## src/rtl/core/linear_regression_gradient_descent_macros.svh

```systemverilog
// Assertion helpers shared by the RTL.
// Every macro assumes the module has aclk and aresetn in scope.
`ifndef LINEAR_REGRESSION_GRADIENT_DESCENT_MACROS_SVH
`define LINEAR_REGRESSION_GRADIENT_DESCENT_MACROS_SVH

// Checks cons in the same cycle as ante.
`define LRGD_ASSERT_IMP(lbl, ante, cons, msg) \
    lbl: assert property (@(posedge aclk) disable iff (!aresetn) (ante) |-> (cons)) \
        else $error(msg);

// Checks cons in the cycle after ante.
`define LRGD_ASSERT_NXT(lbl, ante, cons, msg) \
    lbl: assert property (@(posedge aclk) disable iff (!aresetn) (ante) |=> (cons)) \
        else $error(msg);

`endif

```

## src/rtl/core/lrgd_pkg.sv

```systemverilog
`default_nettype none
package lrgd_pkg;

    localparam int MAX_SAMPLES  = 512;
    localparam int MAX_FEATURES = 8;
    localparam int AW  = $clog2(MAX_SAMPLES);  // sample address
    localparam int CW  = AW + 1;               // sample count
    localparam int DVW = CW + 1;               // divisor, up to 2 * count
    localparam int FW  = 16;                   // Q4.12 sample value
    localparam int KW  = 32;                   // Q16.16 coefficient / error
    localparam int PW  = KW + FW;              // lane product
    localparam int SW  = PW + 4;               // prediction sum
    localparam int GW  = 58;                   // gradient / cost accumulator
    localparam int DCW = $clog2(GW + 1);       // divider step counter
    localparam int LRW = 16;                   // learning rate
    localparam int MW  = GW + LRW;             // step magnitude
    localparam int RW  = MW + 1 - 28;          // rounded step
    localparam int NW  = 4;                    // feature count / index
    localparam int IW  = 2;                    // register index

    localparam logic [IW-1:0] REG_LEARNING_RATE   = 2'd0;
    localparam logic [IW-1:0] REG_ITERATION_COUNT = 2'd1;
    localparam logic [IW-1:0] REG_FEATURES_IN_USE = 2'd2;

    typedef struct packed {
        logic          wr_en;
        logic [AW-1:0] wr_addr;
        logic [AW-1:0] rd_addr;
        logic          grad_mode;
        logic          acc_clr;
        logic          acc_en;
    } lane_ctrl_t;

    function automatic logic signed [KW-1:0] sat_s32(input logic signed [63:0] v);
        logic signed [63:0] hi;
        logic signed [63:0] lo;
        hi = 64'sh0000_0000_7FFF_FFFF;
        lo = -64'sh0000_0000_8000_0000;
        if (v > hi) begin
            return 32'sh7FFF_FFFF;
        end else if (v < lo) begin
            return -32'sh8000_0000;
        end
        return v[KW-1:0];
    endfunction

endpackage
`default_nettype wire

```

## src/rtl/core/lrgd_div.sv

```systemverilog
`default_nettype none
module lrgd_div (
    input  wire logic                     aclk,
    input  wire logic                     aresetn,
    input  wire logic                     start,
    input  wire logic [lrgd_pkg::GW-1:0]  dividend,
    input  wire logic [lrgd_pkg::DVW-1:0] divisor,
    output logic                          done,
    output logic [lrgd_pkg::GW-1:0]       quotient
);
    import lrgd_pkg::*;

    logic           busy_reg;
    logic           done_reg;
    logic [DCW-1:0] cnt_reg;
    logic [DVW-1:0] rem_reg;
    logic [DVW-1:0] dsr_reg;
    logic [GW-1:0]  quo_reg;
    logic [DVW:0]   trial;
    logic           fits;

    // restoring division, one quotient bit a cycle
    assign trial = {rem_reg, quo_reg[GW-1]};
    assign fits  = trial >= {1'b0, dsr_reg};

    always_ff @(posedge aclk) begin
        if (!aresetn) begin
            busy_reg <= 1'b0;
            done_reg <= 1'b0;
            cnt_reg  <= '0;
        end else begin
            done_reg <= 1'b0;
            if (start) begin
                busy_reg <= 1'b1;
                cnt_reg  <= '0;
                rem_reg  <= '0;
                dsr_reg  <= divisor;
                quo_reg  <= dividend;
            end else if (busy_reg) begin
                rem_reg <= fits ? DVW'(trial - {1'b0, dsr_reg}) : DVW'(trial);
                quo_reg <= {quo_reg[GW-2:0], fits};
                cnt_reg <= cnt_reg + DCW'(1);
                if (cnt_reg == DCW'(GW - 1)) begin
                    busy_reg <= 1'b0;
                    done_reg <= 1'b1;
                end
            end
        end
    end

    assign done     = done_reg;
    assign quotient = quo_reg;

endmodule
`default_nettype wire

```

## config.mk

```make
export PLATFORM = sky130hd
export DESIGN_NAME = lrgd_div
export DESIGN_NICKNAME = d
export VERILOG_FILES = /design/src/rtl/core/linear_regression_gradient_descent_macros.svh /design/src/rtl/core/lrgd_pkg.sv /design/src/rtl/core/lrgd_div.sv
export SDC_FILE = /design/constraint.sdc
export NUM_CORES = 1
export LEC_CHECK = 0
export BUFFER_PORTS_ARGS = -buffer_cell sky130_fd_sc_hd__buf_2
export CORE_ASPECT_RATIO = 0.7
export CORE_MARGIN = 1
export CORE_UTILIZATION = 46
export CTS_CLUSTER_SIZE = 25
export DETAILED_ROUTE_END_ITERATION = 6
export GPL_TIMING_DRIVEN = 0
export MAX_ROUTING_LAYER = met4
export PLACE_DENSITY = 0.74
export SLEW_MARGIN = 5
export SYNTH_ARGS = -nofsm -noshare
export SYNTH_HDL_FRONTEND = slang
export SYNTH_SLANG_ARGS = --single-unit
```

## constraint.sdc

```tcl
create_clock -name aclk -period 2.5 [get_ports aclk]
set_clock_uncertainty 0.15 [all_clocks]
set_input_delay 0.125 -clock aclk [delete_from_list [all_inputs] [get_ports aclk]]
set_output_delay 0.125 -clock aclk [all_outputs]
set_load 0.02 [all_outputs]
```

* After elaboration in Yosys (flattened, before gate mapping) *
Index checks and enable logic that the tools add are counted.

cells by class
  mux-type cells = 8
  equality and inequality tests = 1
  add/sub/neg operators = 2
  reductions and logical operators = 5
  bitwise logic cells = 2
  magnitude comparators = 1

operator list
  operator               number
  $mux W58               2
  $mux W11               2
  $ge A12 B11 Y1         1
  $sub A11 B11 Y11       1
  $add A6 B1 Y6 const B  1
  $eq A6 B6 Y1 const B   1
  $mux W1                4
  $reduce_and A2 Y1      2
  $reduce_or A3 Y1       1
  $not A1 Y1             2
  $reduce_bool A2 Y1     1
  $reduce_or A2 Y1       1

word-level totals
  input bits = 72
  output and inout bits = 59
  logic and storage cells = 25
  register bits after elaboration = 88

* Longest topological paths before layout *
Gate-level depths: netlist (run 1).

  word-level depth = 4
  gate-level depth with buffers = 10
  depth with buffers taken out = 9

* Worst setup path before layout (run 1) *
No wires, ideal clock.

  path kind = register -> register
  start = register busy_reg
  end = register quo_reg[0] (netlist: quotient[0]) (enable)
  stages on the path, launching flop included = 3
  path buffers = 1
  arrival time = 2.186 ns
  setup time = 0.433 ns
  setup slack = -0.269 ns
  period minus slack after synthesis = 2.769 ns
  data required time = 1.917 ns
  cells stage by stage = dfxtp_1 clkbuf_1 o21a_1

between the ends
  longest elaborated chain between the ends = 2

RTL lines
  element                       RTL line        RTL
  from (decl)                   lrgd_div.sv:13  logic busy_reg;
  from (signal assigned)        lrgd_div.sv:28  busy_reg <= 1'b0;
  from (signal assigned)        lrgd_div.sv:34  busy_reg <= 1'b1;
  from (signal assigned)        lrgd_div.sv:44  busy_reg <= 1'b0;
  $reduce_bool A2 Y1 (no line)  n/a
  $reduce_and A2 Y1 (no line)   n/a
  to (signal assigned)          lrgd_div.sv:38  quo_reg <= dividend;
  to (signal assigned)          lrgd_div.sv:41  quo_reg <= {quo_reg[GW-2:0], fits};
  to (decl)                     lrgd_div.sv:18  logic [GW-1:0] quo_reg;

No other way between the ends.
A chain may end at the register's enable or synchronous reset.

* Worst setup path in the final report (run 1) *
  start = register dsr_reg[0]
  end = register rem_reg[1], data pin

between the ends
  longest elaborated chain between the ends = 3
  elaborated cells on any way between the ends = 4
  those cells by class = add/sub: 1; order compare: 1; mux: 2

RTL lines
  element                                                    RTL line                        RTL
  from (decl)                                                lrgd_div.sv:17                  logic [DVW-1:0] dsr_reg;
  from (signal assigned)                                     lrgd_div.sv:37                  dsr_reg <= divisor;
  $sub A11 B11 Y11 / $ge A12 B11 Y1 (equally long branches)  lrgd_div.sv:40, lrgd_div.sv:24
  $mux W11 *                                                 lrgd_div.sv:40                  rem_reg <= fits ? DVW'(trial - {1'b0, dsr_reg}) : DVW'(trial);
  $mux W11 *                                                 lrgd_div.sv:39                  end else if (busy_reg) begin
  to (signal assigned)                                       lrgd_div.sv:40
  to (decl)                                                  lrgd_div.sv:16                  logic [DVW-1:0] rem_reg;

Mark *: on every way between the ends. The rest lies on a longest branch, timed or not. The select of a mux whose other input is x is not followed.

==> results.sh, run 1 <==
export IMPL_hold_viol_final=0
export IMPL_hold_end="dsr_reg[10]"
export IMPL_grt_pass1_wl_um=14900
export IMPL_drc=0
export IMPL_path_cells="ha_4, fa_2, nand2b_4, a21o_4, a21oi_4, o21ai_4, buf_4, mux2_2, nor2_1"
export IMPL_critical_path_n_buffers_inverters=1
export IMPL_p_seq_frac=0.443
export IMPL_worstMarginPinSlew_ns=0.667
export IMPL_largest_reg_flops=58
export IMPL_finalCritPeriodShare=1.00
export IMPL_grt_overflow=0
export IMPL_p_int_mw=2.98
export IMPL_antenna_cells=0
export IMPL_post_route_min_period_ns=2.51
export IMPL_leakagePower_nw=2.50
export IMPL_gp_congestion=0.854
export IMPL_crit_family="compound AO/OA/AOI/OAI gates"
export IMPL_htreeDepth=3
export IMPL_slew_viol_final=0
export IMPL_synth_mux_area_fraction=0.171
export IMPL_post_dp_cell_area_um2=5020
export IMPL_syn_avg_cell_area_um2=14.7
export IMPL_path_class="register to register"
export IMPL_ys_warnings_count=0
export IMPL_die_w_um=116
export IMPL_synth_top_family_by_area="multiplexers"
export IMPL_maxCapViolCount=0
export IMPL_power_share_clock=0.332
export IMPL_avgRoutedWirePerCell_um=16.5
export IMPL_io_pin_count=131
export IMPL_reg2reg_from="dsr_reg[0]"
export IMPL_dieArea_um2=9460
export IMPL_synth_ff_type="edfxtp_1"
export IMPL_r2r_end="rem_reg[1]"
export IMPL_row_count=28
export IMPL_relSlewSlack=0.556
export IMPL_synth_most_common_cell="edfxtp_1"
export IMPL_power_switching_mw=1.07
export IMPL_layout_drive_gt1_share=0.460
export IMPL_core_um2=8620
export IMPL_ys_top_cells_by_count="edfxtp_1 (80), mux2_2 (59), nor2_1 (19)"
export IMPL_start_util=0.484
export IMPL_drtIter0Drc=113
export IMPL_synth_top_cell_area_share=0.576
export IMPL_fin_ws_ns=-0.0116
export IMPL_r2r_slack_ns=-0.01
export IMPL_swShare=0.264
export IMPL_cts_tree="yes"
export IMPL_num_vias=3106
export IMPL_via_per_inst=4.96
export IMPL_grtUsageTotal=0.222
export IMPL_synth_net_count=369
export IMPL_clk_latency_ns=0.34
export IMPL_rr_worst_depth=9
export IMPL_yosys_area_share_simple=0.0558
export IMPL_worstPathMaxFanout=6
export IMPL_routed_wl_um=10300
export IMPL_yosysTopAreaCell="edfxtp_1"
export IMPL_grt_max_degree=42
export IMPL_design_area_um2=6160
export IMPL_endpoint_kind="register"
export IMPL_die_h_um=81.7
export IMPL_ant_nets=0
export IMPL_max_stage_delay_ns=0.42
export IMPL_ctsRootBufferMaster="clkbuf_16"
export IMPL_fmax_mhz=398
export IMPL_synth_cells=283
export IMPL_holdPathStages=2
export IMPL_antenna_found_initial=0
export IMPL_min_from="start"
export IMPL_setup_tns_ns=-0.0229
export IMPL_p_comb_frac=0.225
export IMPL_yosys_area_share_adder=0.0438
export IMPL_synth_compound_area_share=0.0666
export IMPL_synth_cell_types=41
export IMPL_worst_hold_path_type="input pin to register"
export IMPL_dp_hpwl_um=6050
export IMPL_ys_top_cells_by_area="edfxtp_1 (58%), mux2_2 (16%), ha_1 (3.9%)"
export IMPL_clkSinkCount=88
export IMPL_setup_violations_final=2
export IMPL_critPathLaunchType="register"
export IMPL_path_clk_slew_ns=0.06
export IMPL_rsz0062_at_grt="true"
export IMPL_crit_required_ns=2.42
export IMPL_arrival_ns=2.43
export IMPL_synth_sequential_area_ratio=0.614
export IMPL_portBuffers=130
export IMPL_synth_xor_area_frac=0.0210
export IMPL_ys_seq_elements=88
export IMPL_peakVddDrop_mv=0.476
export IMPL_power_density_nw_per_um2=657
export IMPL_finalNetCount=587
export IMPL_async_flop_share=0
export IMPL_critPathSlowestCell="edfxtp_1"
export IMPL_clockBufferDepth=2
export IMPL_dr_pass1_iters=5
export IMPL_syn2layout_area_growth_pct=47.7
export IMPL_violations="setup timing"
export IMPL_grt_pass1_vias=3133
export IMPL_status="finished, violations left"
export IMPL_cts_buffers_inserted=9
export IMPL_syn_area_um2=4170
export IMPL_power_mw=4.05
export IMPL_synth_edf_count=80
[stage by stage]
stage / setup WS [ns] / instances / hold WS, ns / util
6_report: -0.0116 / 626 / 0.325 / 0.715
5_1_grt: -0.0724 / 626 / 0.355 / 0.715
4_1_cts: 0.00224 / 620 / 0.332 / 0.699
3_5_place_dp: -0.0305 / 534 / 0.153 / 0.582
3_3_place_gp: -0.116 / 533 / 0.152 / 0.579
2_1_floorplan: 0.00126 / 283 / 0.0739 / -
[what timing repair did]
item / in CTS / in global routing
pin swaps: 2 / 4
hold buffers: 70 / 0
resized for setup: 2 / 11
endpoints found under the setup margin: 5 / 9
buffers inserted: 0 / 5
cloned: 0 / 1
endpoints found under the hold margin: 70 / 0
[layer usage]
layer | GRT usage | share of wire | vias to the layer above
met5 | - | 0 | -
met4 | 0.0654 | 0.0072 | 0
met2 | 0.382 | 0.51 | 116
met3 | 0.0642 | 0.055 | 8
li1 | - | - | 1497
met1 | 0.254 | 0.43 | 1485
[layout by cell type (no fill, tap or decap), drive strengths merged, types with 2 or more instances in the layout]
cell	n
nand2b	3
mux2i	5
dfxtp	8
clkinv	4
nand3b	2
dlygate4sd3	70
nor3	3
xnor2	7
nand2	7
o21a	5
a211oi	2
nor2	19
clkbuf	14
a21oi	7
mux2	59
ha	13
xor2	3
nand4	4
nor2b	3
a21o	4
o211ai	2
edfxtp	80
o21ai	7
inv	19
buf	142
[cells by family (layout without fill, tap and decap cells)]
family                   after synthesis  in the layout
AO/OA/AOI/OAI                         34             34
AND/OR/NAND/NOR                       46             46
multiplexers                          64             64
XOR/XNOR                              10             10
buffers and inverters                 27            250
flip-flops                            88             88
adder cells (fa/ha/maj)               14             14
[area by class of cell]
| type | count | area, µm² |
|---|---|---|
| Multi-Input combinational cell | 168 | 1600 |
| Sequential cell | 88 | 2560 |
| Clock buffer | 9 | 225 |
| Inverter | 17 | 63.8 |
| Buffer | 10 | 52.6 |
| Fill cell | 600 | 2460 |
| Tap cell | 120 | 150 |
| Timing Repair Buffer | 207 | 1430 |
| Clock inverter | 7 | 70.1 |
[power groups by stage]
stage          sequential, mW  clock, mW  combinational [mW]
6_report                 1.79       1.34               0.909
5_1_grt                  1.80       1.42               0.976
4_1_cts                  1.79       1.37               0.809
3_5_place_dp             1.82          0               0.712
3_3_place_gp             1.82          0               0.691
2_1_floorplan            1.89          0               0.428
[worst max path at each step]
| stage | startpoint | end | slack, ns | depth (start not counted) |
|---|---|---|---|---|
| floorplan | quotient[57] | rem_reg[10] | 0.001 | 9 |
| global placement | start | quotient[35] | -0.12 | 3 |
| detailed placement | rem_reg[4] | rem_reg[8] | -0.03 | 8 |
| CTS | quotient[57] | rem_reg[10] | 0.002 | 9 |
| global route | dsr_reg[0] | rem_reg[9] | -0.07 | 9 |
| finish | dsr_reg[0] | rem_reg[1] | -0.01 | 9 |
Note: power is estimated with default switching activity, not from simulation.
==> inputs of run 2 (changes only) <==
--- a/config.mk
+++ b/config.mk
@@ -18,3 +18,4 @@
 export SYNTH_ARGS = -nofsm -noshare
 export SYNTH_HDL_FRONTEND = slang
 export SYNTH_SLANG_ARGS = --single-unit
+export TNS_END_PERCENT = 5
==> run 2 against run 1 <==
Design area fell by 1.5%. Largest power group unchanged. Highest routed layer unchanged. The run still ends with setup timing left. Clock power barely moved. Flip-flop and latch count did not move. Non-clock buffer count fell by 3. Global-route usage fell by 0.13 points. Setup slack improved by 0.0055 ns.
==> results.sh, run 2 (synthesis results as in run 1) <==
export IMPL_status="finished, violations left"
export IMPL_violations="setup timing"
export IMPL_grt_overflow=0
export IMPL_grt_pass1_wl_um=14900
export IMPL_leakagePower_nw=2.46
export IMPL_layout_drive_gt1_share=0.449
export IMPL_core_um2=8620
export IMPL_worst_hold_path_type="input pin to register"
export IMPL_fin_ws_ns=-0.00602
export IMPL_setup_violations_final=1
export IMPL_clk_latency_ns=0.34
export IMPL_clkSinkCount=88
export IMPL_io_pin_count=131
export IMPL_worstPathMaxFanout=3
export IMPL_dieArea_um2=9460
export IMPL_avgRoutedWirePerCell_um=16.1
export IMPL_die_h_um=81.7
export IMPL_arrival_ns=2.45
export IMPL_post_route_min_period_ns=2.51
export IMPL_endpoint_kind="register"
export IMPL_finalNonFillerCells=623
export IMPL_rsz0062_at_grt="true"
export IMPL_row_count=28
export IMPL_power_mw=3.95
export IMPL_r2r_slack_ns=-0.006
export IMPL_path_clk_slew_ns=0.06
export IMPL_grt_max_degree=38
export IMPL_ctsRootBufferMaster="clkbuf_16"
export IMPL_largest_reg_flops=58
export IMPL_holdWs_ns=0.317
export IMPL_maxCapViolCount=0
export IMPL_relSlewSlack=0.563
export IMPL_path_class="register to register"
export IMPL_fmax_mhz=399
export IMPL_finalCritPeriodShare=1.00
export IMPL_dr_pass1_iters=6
export IMPL_grtUsageTotal=0.221
export IMPL_start_util=0.484
export IMPL_num_vias=3136
export IMPL_critPathLaunchType="register"
export IMPL_ant_nets=0
export IMPL_antenna_cells=0
export IMPL_grt_pass1_vias=3108
export IMPL_portBuffers=130
export IMPL_dp_hpwl_um=5990
export IMPL_die_w_um=116
export IMPL_peakVddDrop_mv=0.485
export IMPL_cts_buffers_inserted=9
export IMPL_drc=0
export IMPL_dp_cells=534
export IMPL_gp_congestion=0.860
export IMPL_slew_viol_final=0
export IMPL_routed_wl_um=10000
export IMPL_mostFrequentLayoutCell="buf_2"
export IMPL_clockBufferDepth=2
export IMPL_syn2layout_area_growth_pct=45.5
export IMPL_via_per_inst=5.03
export IMPL_power_density_nw_per_um2=651
export IMPL_crit_required_ns=2.44
export IMPL_cts_tree="yes"
export IMPL_finalNetCount=584
export IMPL_mostFrequentLayoutCells="buf_2 (133), edfxtp_1 (80), dlygate4sd3_1 (70)"
export IMPL_fillers=594
export IMPL_worstMarginPinSlew_ns=0.656
export IMPL_htreeDepth=3
export IMPL_antenna_found_initial=0
export IMPL_hold_viol_final=0
export IMPL_drtIter0Drc=183
==> run 2: cell types whose count changed in the layout (fill, tap and decap cells not counted), moves of 2 or more <==
cell      delta
clkinv_1     +3
ha_4         -2
buf_4        -2
ha_2         +2
clkinv_2     -2
==> run 2: worst max-delay path: stages (launching register included) <==
cell	delay [ns]
edfxtp_1	0.42
ha_4	0.19
fa_2	0.35
nand2b_4	0.17
a21o_4	0.24
a211oi_2	0.22
o21ai_2	0.10
a21o_1	0.18
a32o_1	0.24
==> run 2: what timing repair did <==
item                       CTS  global route
hold buffers                70             0
setup buffers                2             1
setup endpoints to repair    8             9
pin swaps                    3             1
resized for setup            7             7
hold endpoints to repair    70             0
==> run 2: path summary, 6_finish.rpt <==
path | startpoint | end | depth (start not counted)
setup reg to reg | dsr_reg[0] | rem_reg[10] | 8
setup / recovery | dsr_reg[0] | rem_reg[10] | 8
hold / removal | start | dsr_reg[0] | 2
hold reg to reg | cnt_reg[5] | cnt_reg[5] | 2
==> run 2: layer usage <==
metal,vias up,track usage,routed length (µm)
li1,1490,-,-
met1,1520,0.269,4390
met2,111,0.370,4970
met3,15,0.0509,527
met4,0,0.0654,127
met5,-,-,0
==> run 2: area by class of cell <==
cell class	count	area, µm²	area share
Clock buffer	9	225	0.0371
Multi-Input combinational cell	168	1560	0.257
Inverter	17	63.8	0.0105
Timing Repair Buffer	204	1390	0.230
Tap cell	120	150	0.0248
Buffer	10	52.6	0.00866
Clock inverter	7	61.3	0.0101
Sequential cell	88	2560	0.422
==> run 2: through the flow <==
stage / setup slack [ns] / setup TNS (ns) / util / instance area (µm²)
floorplan: -0.0930 / -0.0930 / - / 4170
finish: -0.00602 / -0.00602 / 0.704 / 6070
detailed placement: -0.114 / -0.330 / 0.580 / 5000
global placement: -0.125 / -7.55 / 0.577 / 4970
CTS: 0.0178 / 0 / 0.700 / 6030
global route: -0.0519 / -0.150 / 0.704 / 6070
==> run 2: power breakdown <==
| group | switching, mW | leakage [nW] | internal (mW) |
|---|---|---|---|
| Clock | 0.553 | 0.136 | 0.764 |
| Combinational | 0.422 | 1.50 | 0.417 |
| Sequential | 0.0524 | 0.828 | 1.74 |
==> inputs of run 3 (changes only) <==
--- a/config.mk
+++ b/config.mk
@@ -8,12 +8,12 @@
 export BUFFER_PORTS_ARGS = -buffer_cell sky130_fd_sc_hd__buf_2
 export CORE_ASPECT_RATIO = 0.7
 export CORE_MARGIN = 1
-export CORE_UTILIZATION = 46
+export CORE_UTILIZATION = 55
 export CTS_CLUSTER_SIZE = 25
 export DETAILED_ROUTE_END_ITERATION = 6
 export GPL_TIMING_DRIVEN = 0
 export MAX_ROUTING_LAYER = met4
-export PLACE_DENSITY = 0.74
+export PLACE_DENSITY = 0.83
 export SLEW_MARGIN = 5
 export SYNTH_ARGS = -nofsm -noshare
 export SYNTH_HDL_FRONTEND = slang
==> constraint.sdc (replaced) <==
create_clock -name aclk -period 3.1 [get_ports aclk]
set_clock_uncertainty 0.15 [all_clocks]
set_input_delay 0.155 -clock aclk [delete_from_list [all_inputs] [get_ports aclk]]
set_output_delay 0.155 -clock aclk [all_outputs]
set_load 0.02 [all_outputs]
==> run 3 against run 2 <==
Maximum frequency fell by 7.7%. Combinational power down 23%. Largest power group unchanged. The flow now finishes without violations. Setup slack improved by 0.39 ns. Register-to-register slack gained 0.39 ns. Die area decreased by 16%. Sequential power is 20% lower. Hold slack gained 0.0040 ns. Highest routed layer unchanged.
==> results.sh, run 3 (synthesis results as in run 1) <==
export IMPL_hold_viol_final=0
export IMPL_dr_pass1_iters=4
export IMPL_peakVddDrop_mv=0.281
export IMPL_grt_pass1_vias=3169
export IMPL_core_um2=7320
export IMPL_critPathSlowestCell="fa_1"
export IMPL_grtUsageTotal=0.266
export IMPL_io_pin_count=131
export IMPL_cts_buffers_inserted=9
export IMPL_clkSinkCount=88
export IMPL_finalNetCount=581
export IMPL_cpMostUsedCell="a21o_1"
export IMPL_die_w_um=106
export IMPL_reg2reg_from="quotient[57]"
export IMPL_die_h_um=74.9
export IMPL_power_density_nw_per_um2=491
export IMPL_antenna_cells=0
export IMPL_drc=0
export IMPL_r2r_slack_ns=0.38
export IMPL_path_clk_slew_ns=0.10
export IMPL_row_count=26
export IMPL_htreeDepth=3
export IMPL_mostFrequentLayoutCell="buf_2"
export IMPL_crit_family="compound AO/OA/AOI/OAI gates"
export IMPL_via_per_inst=5.16
export IMPL_critPathLaunchType="register"
export IMPL_dp_cells=512
export IMPL_ctsRootBufferMaster="clkbuf_8"
export IMPL_grt_pass1_wl_um=15200
export IMPL_portBuffers=130
export IMPL_r2r_end="rem_reg[10]"
export IMPL_grt_overflow=0
export IMPL_p_int_mw=2.10
export IMPL_p_seq_frac=0.500
export IMPL_cp_endpoint="rem_reg[10]"
export IMPL_status="completed"
export IMPL_worstPathMaxFanout=3
export IMPL_rsz0062_at_grt="false"
export IMPL_slew_viol_final=0
export IMPL_p_comb_frac=0.225
export IMPL_num_vias=3083
export IMPL_path_cells="inv_1, ha_1, fa_1, nand2b_1, a21o_1, a211oi_1, o21ai_0, a21o_1, a32o_1"
export IMPL_maxCapViolCount=0
export IMPL_mostFrequentLayoutCells="buf_2 (133), edfxtp_1 (80), dlygate4sd3_1 (70)"
export IMPL_power_share_clock=0.275
export IMPL_seq_area_um2=2560
export IMPL_worstMarginPinSlew_ns=0.611
export IMPL_critical_path_n_buffers_inverters=1
export IMPL_worst_hold_path_type="register to register"
export IMPL_cp_startpoint="quotient[57]"
export IMPL_gp_congestion=0.905
export IMPL_setup_violations_final=0
export IMPL_ant_nets=0
export IMPL_dieArea_um2=7940
export IMPL_layout_drive_gt1_share=0.432
export IMPL_leakagePower_nw=2.41
export IMPL_start_util=0.570
export IMPL_fmax_mhz=368
export IMPL_holdPathStages=2
export IMPL_fillers=440
export IMPL_antenna_found_initial=0
export IMPL_worst_path_stages=9
export IMPL_setup_tns_ns=0
export IMPL_post_route_util=0.803
export IMPL_path_class="register to register"
export IMPL_dp_hpwl_um=5880
export IMPL_finalCritPeriodShare=0.876
export IMPL_clk_latency_ns=0.35
export IMPL_rr_worst_depth=9
export IMPL_clockBufferDepth=2
export IMPL_min_from="cnt_reg[5]"
export IMPL_power_switching_mw=0.787
export IMPL_endpoint_kind="register"
export IMPL_cts_tree="yes"
export IMPL_drtIter0Drc=141
export IMPL_max_stage_delay_ns=0.41
export IMPL_largest_reg_flops=58
export IMPL_crit_required_ns=3.05
export IMPL_finalNonFillerCells=598
export IMPL_grt_max_degree=63
export IMPL_avgRoutedWirePerCell_um=16.7
export IMPL_swShare=0.273
export IMPL_arrival_ns=2.66
export IMPL_routed_wl_um=9960
export IMPL_post_route_min_period_ns=2.72
export IMPL_relSlewSlack=0.592
export IMPL_multi_input_area_um2=1500
export IMPL_syn2layout_area_growth_pct=40.9
run 3: area by class of cell:
type,count,area share
multi-input cells,168,0.256
plain buffers,10,0.00830
well taps,98,0.0209
repair buffers,201,0.235
inverters,17,0.0109
clock inverters,6,0.0117
flip-flops and latches,88,0.436
clock buffers,10,0.0217
run 3: what timing repair did:
action                                 4_1_cts  5_1_grt
hold buffers                                70        0
resized for setup                            0        0
setup buffers                                0        0
endpoints found under the hold margin       70        0
run 3: worst min path at each step:
stage / endpoint / slack (ns)
floorplan: dsr_reg[0] / 0.10
global placement: dsr_reg[3] / 0.18
detailed placement: dsr_reg[1] / 0.18
CTS: dsr_reg[8] / 0.33
global route: done / 0.35
finish: done / 0.32
run 3: stage by stage:
step                cell area, µm²  worst slack, ns  hold slack, ns  total power, mW
global placement              4940           -0.542           0.183             2.01
CTS                           5880            0.383           0.327             2.88
global route                  5880            0.282           0.350             3.00
floorplan                     4170            0.331           0.104             1.86
finish                        5880            0.384           0.321             2.88
detailed placement            4980            0.431           0.183             2.03
run 3: power groups by stage:
stage / Clock (mW) / Combinational, mW / Sequential (mW)
floorplan: 0 / 0.338 / 1.52
CTS: 0.803 / 0.639 / 1.44
detailed placement: 0 / 0.568 / 1.46
global route: 0.844 / 0.701 / 1.45
finish: 0.793 / 0.649 / 1.44
global placement: 0 / 0.547 / 1.47
run 3: worst reg2reg max path, delay by kind of cell (launching register included):
kind / cells / cell delay (ns)
buffers and inverters: 1 / 0.06
adder cells (fa/ha/maj): 2 / 0.63
AO/OA/AOI/OAI: 5 / 1.07
AND/OR/NAND/NOR: 1 / 0.18
flip-flops: 1 / 0.37
run 3: layer usage:
metal / wire [µm] / GRT usage / vias up
met5: 0 / - / -
met4: 114 / 0.0772 / 0
met3: 557 / 0.0589 / 12
met2: 5010 / 0.450 / 119
met1: 4270 / 0.328 / 1473
li1: - / - / 1479
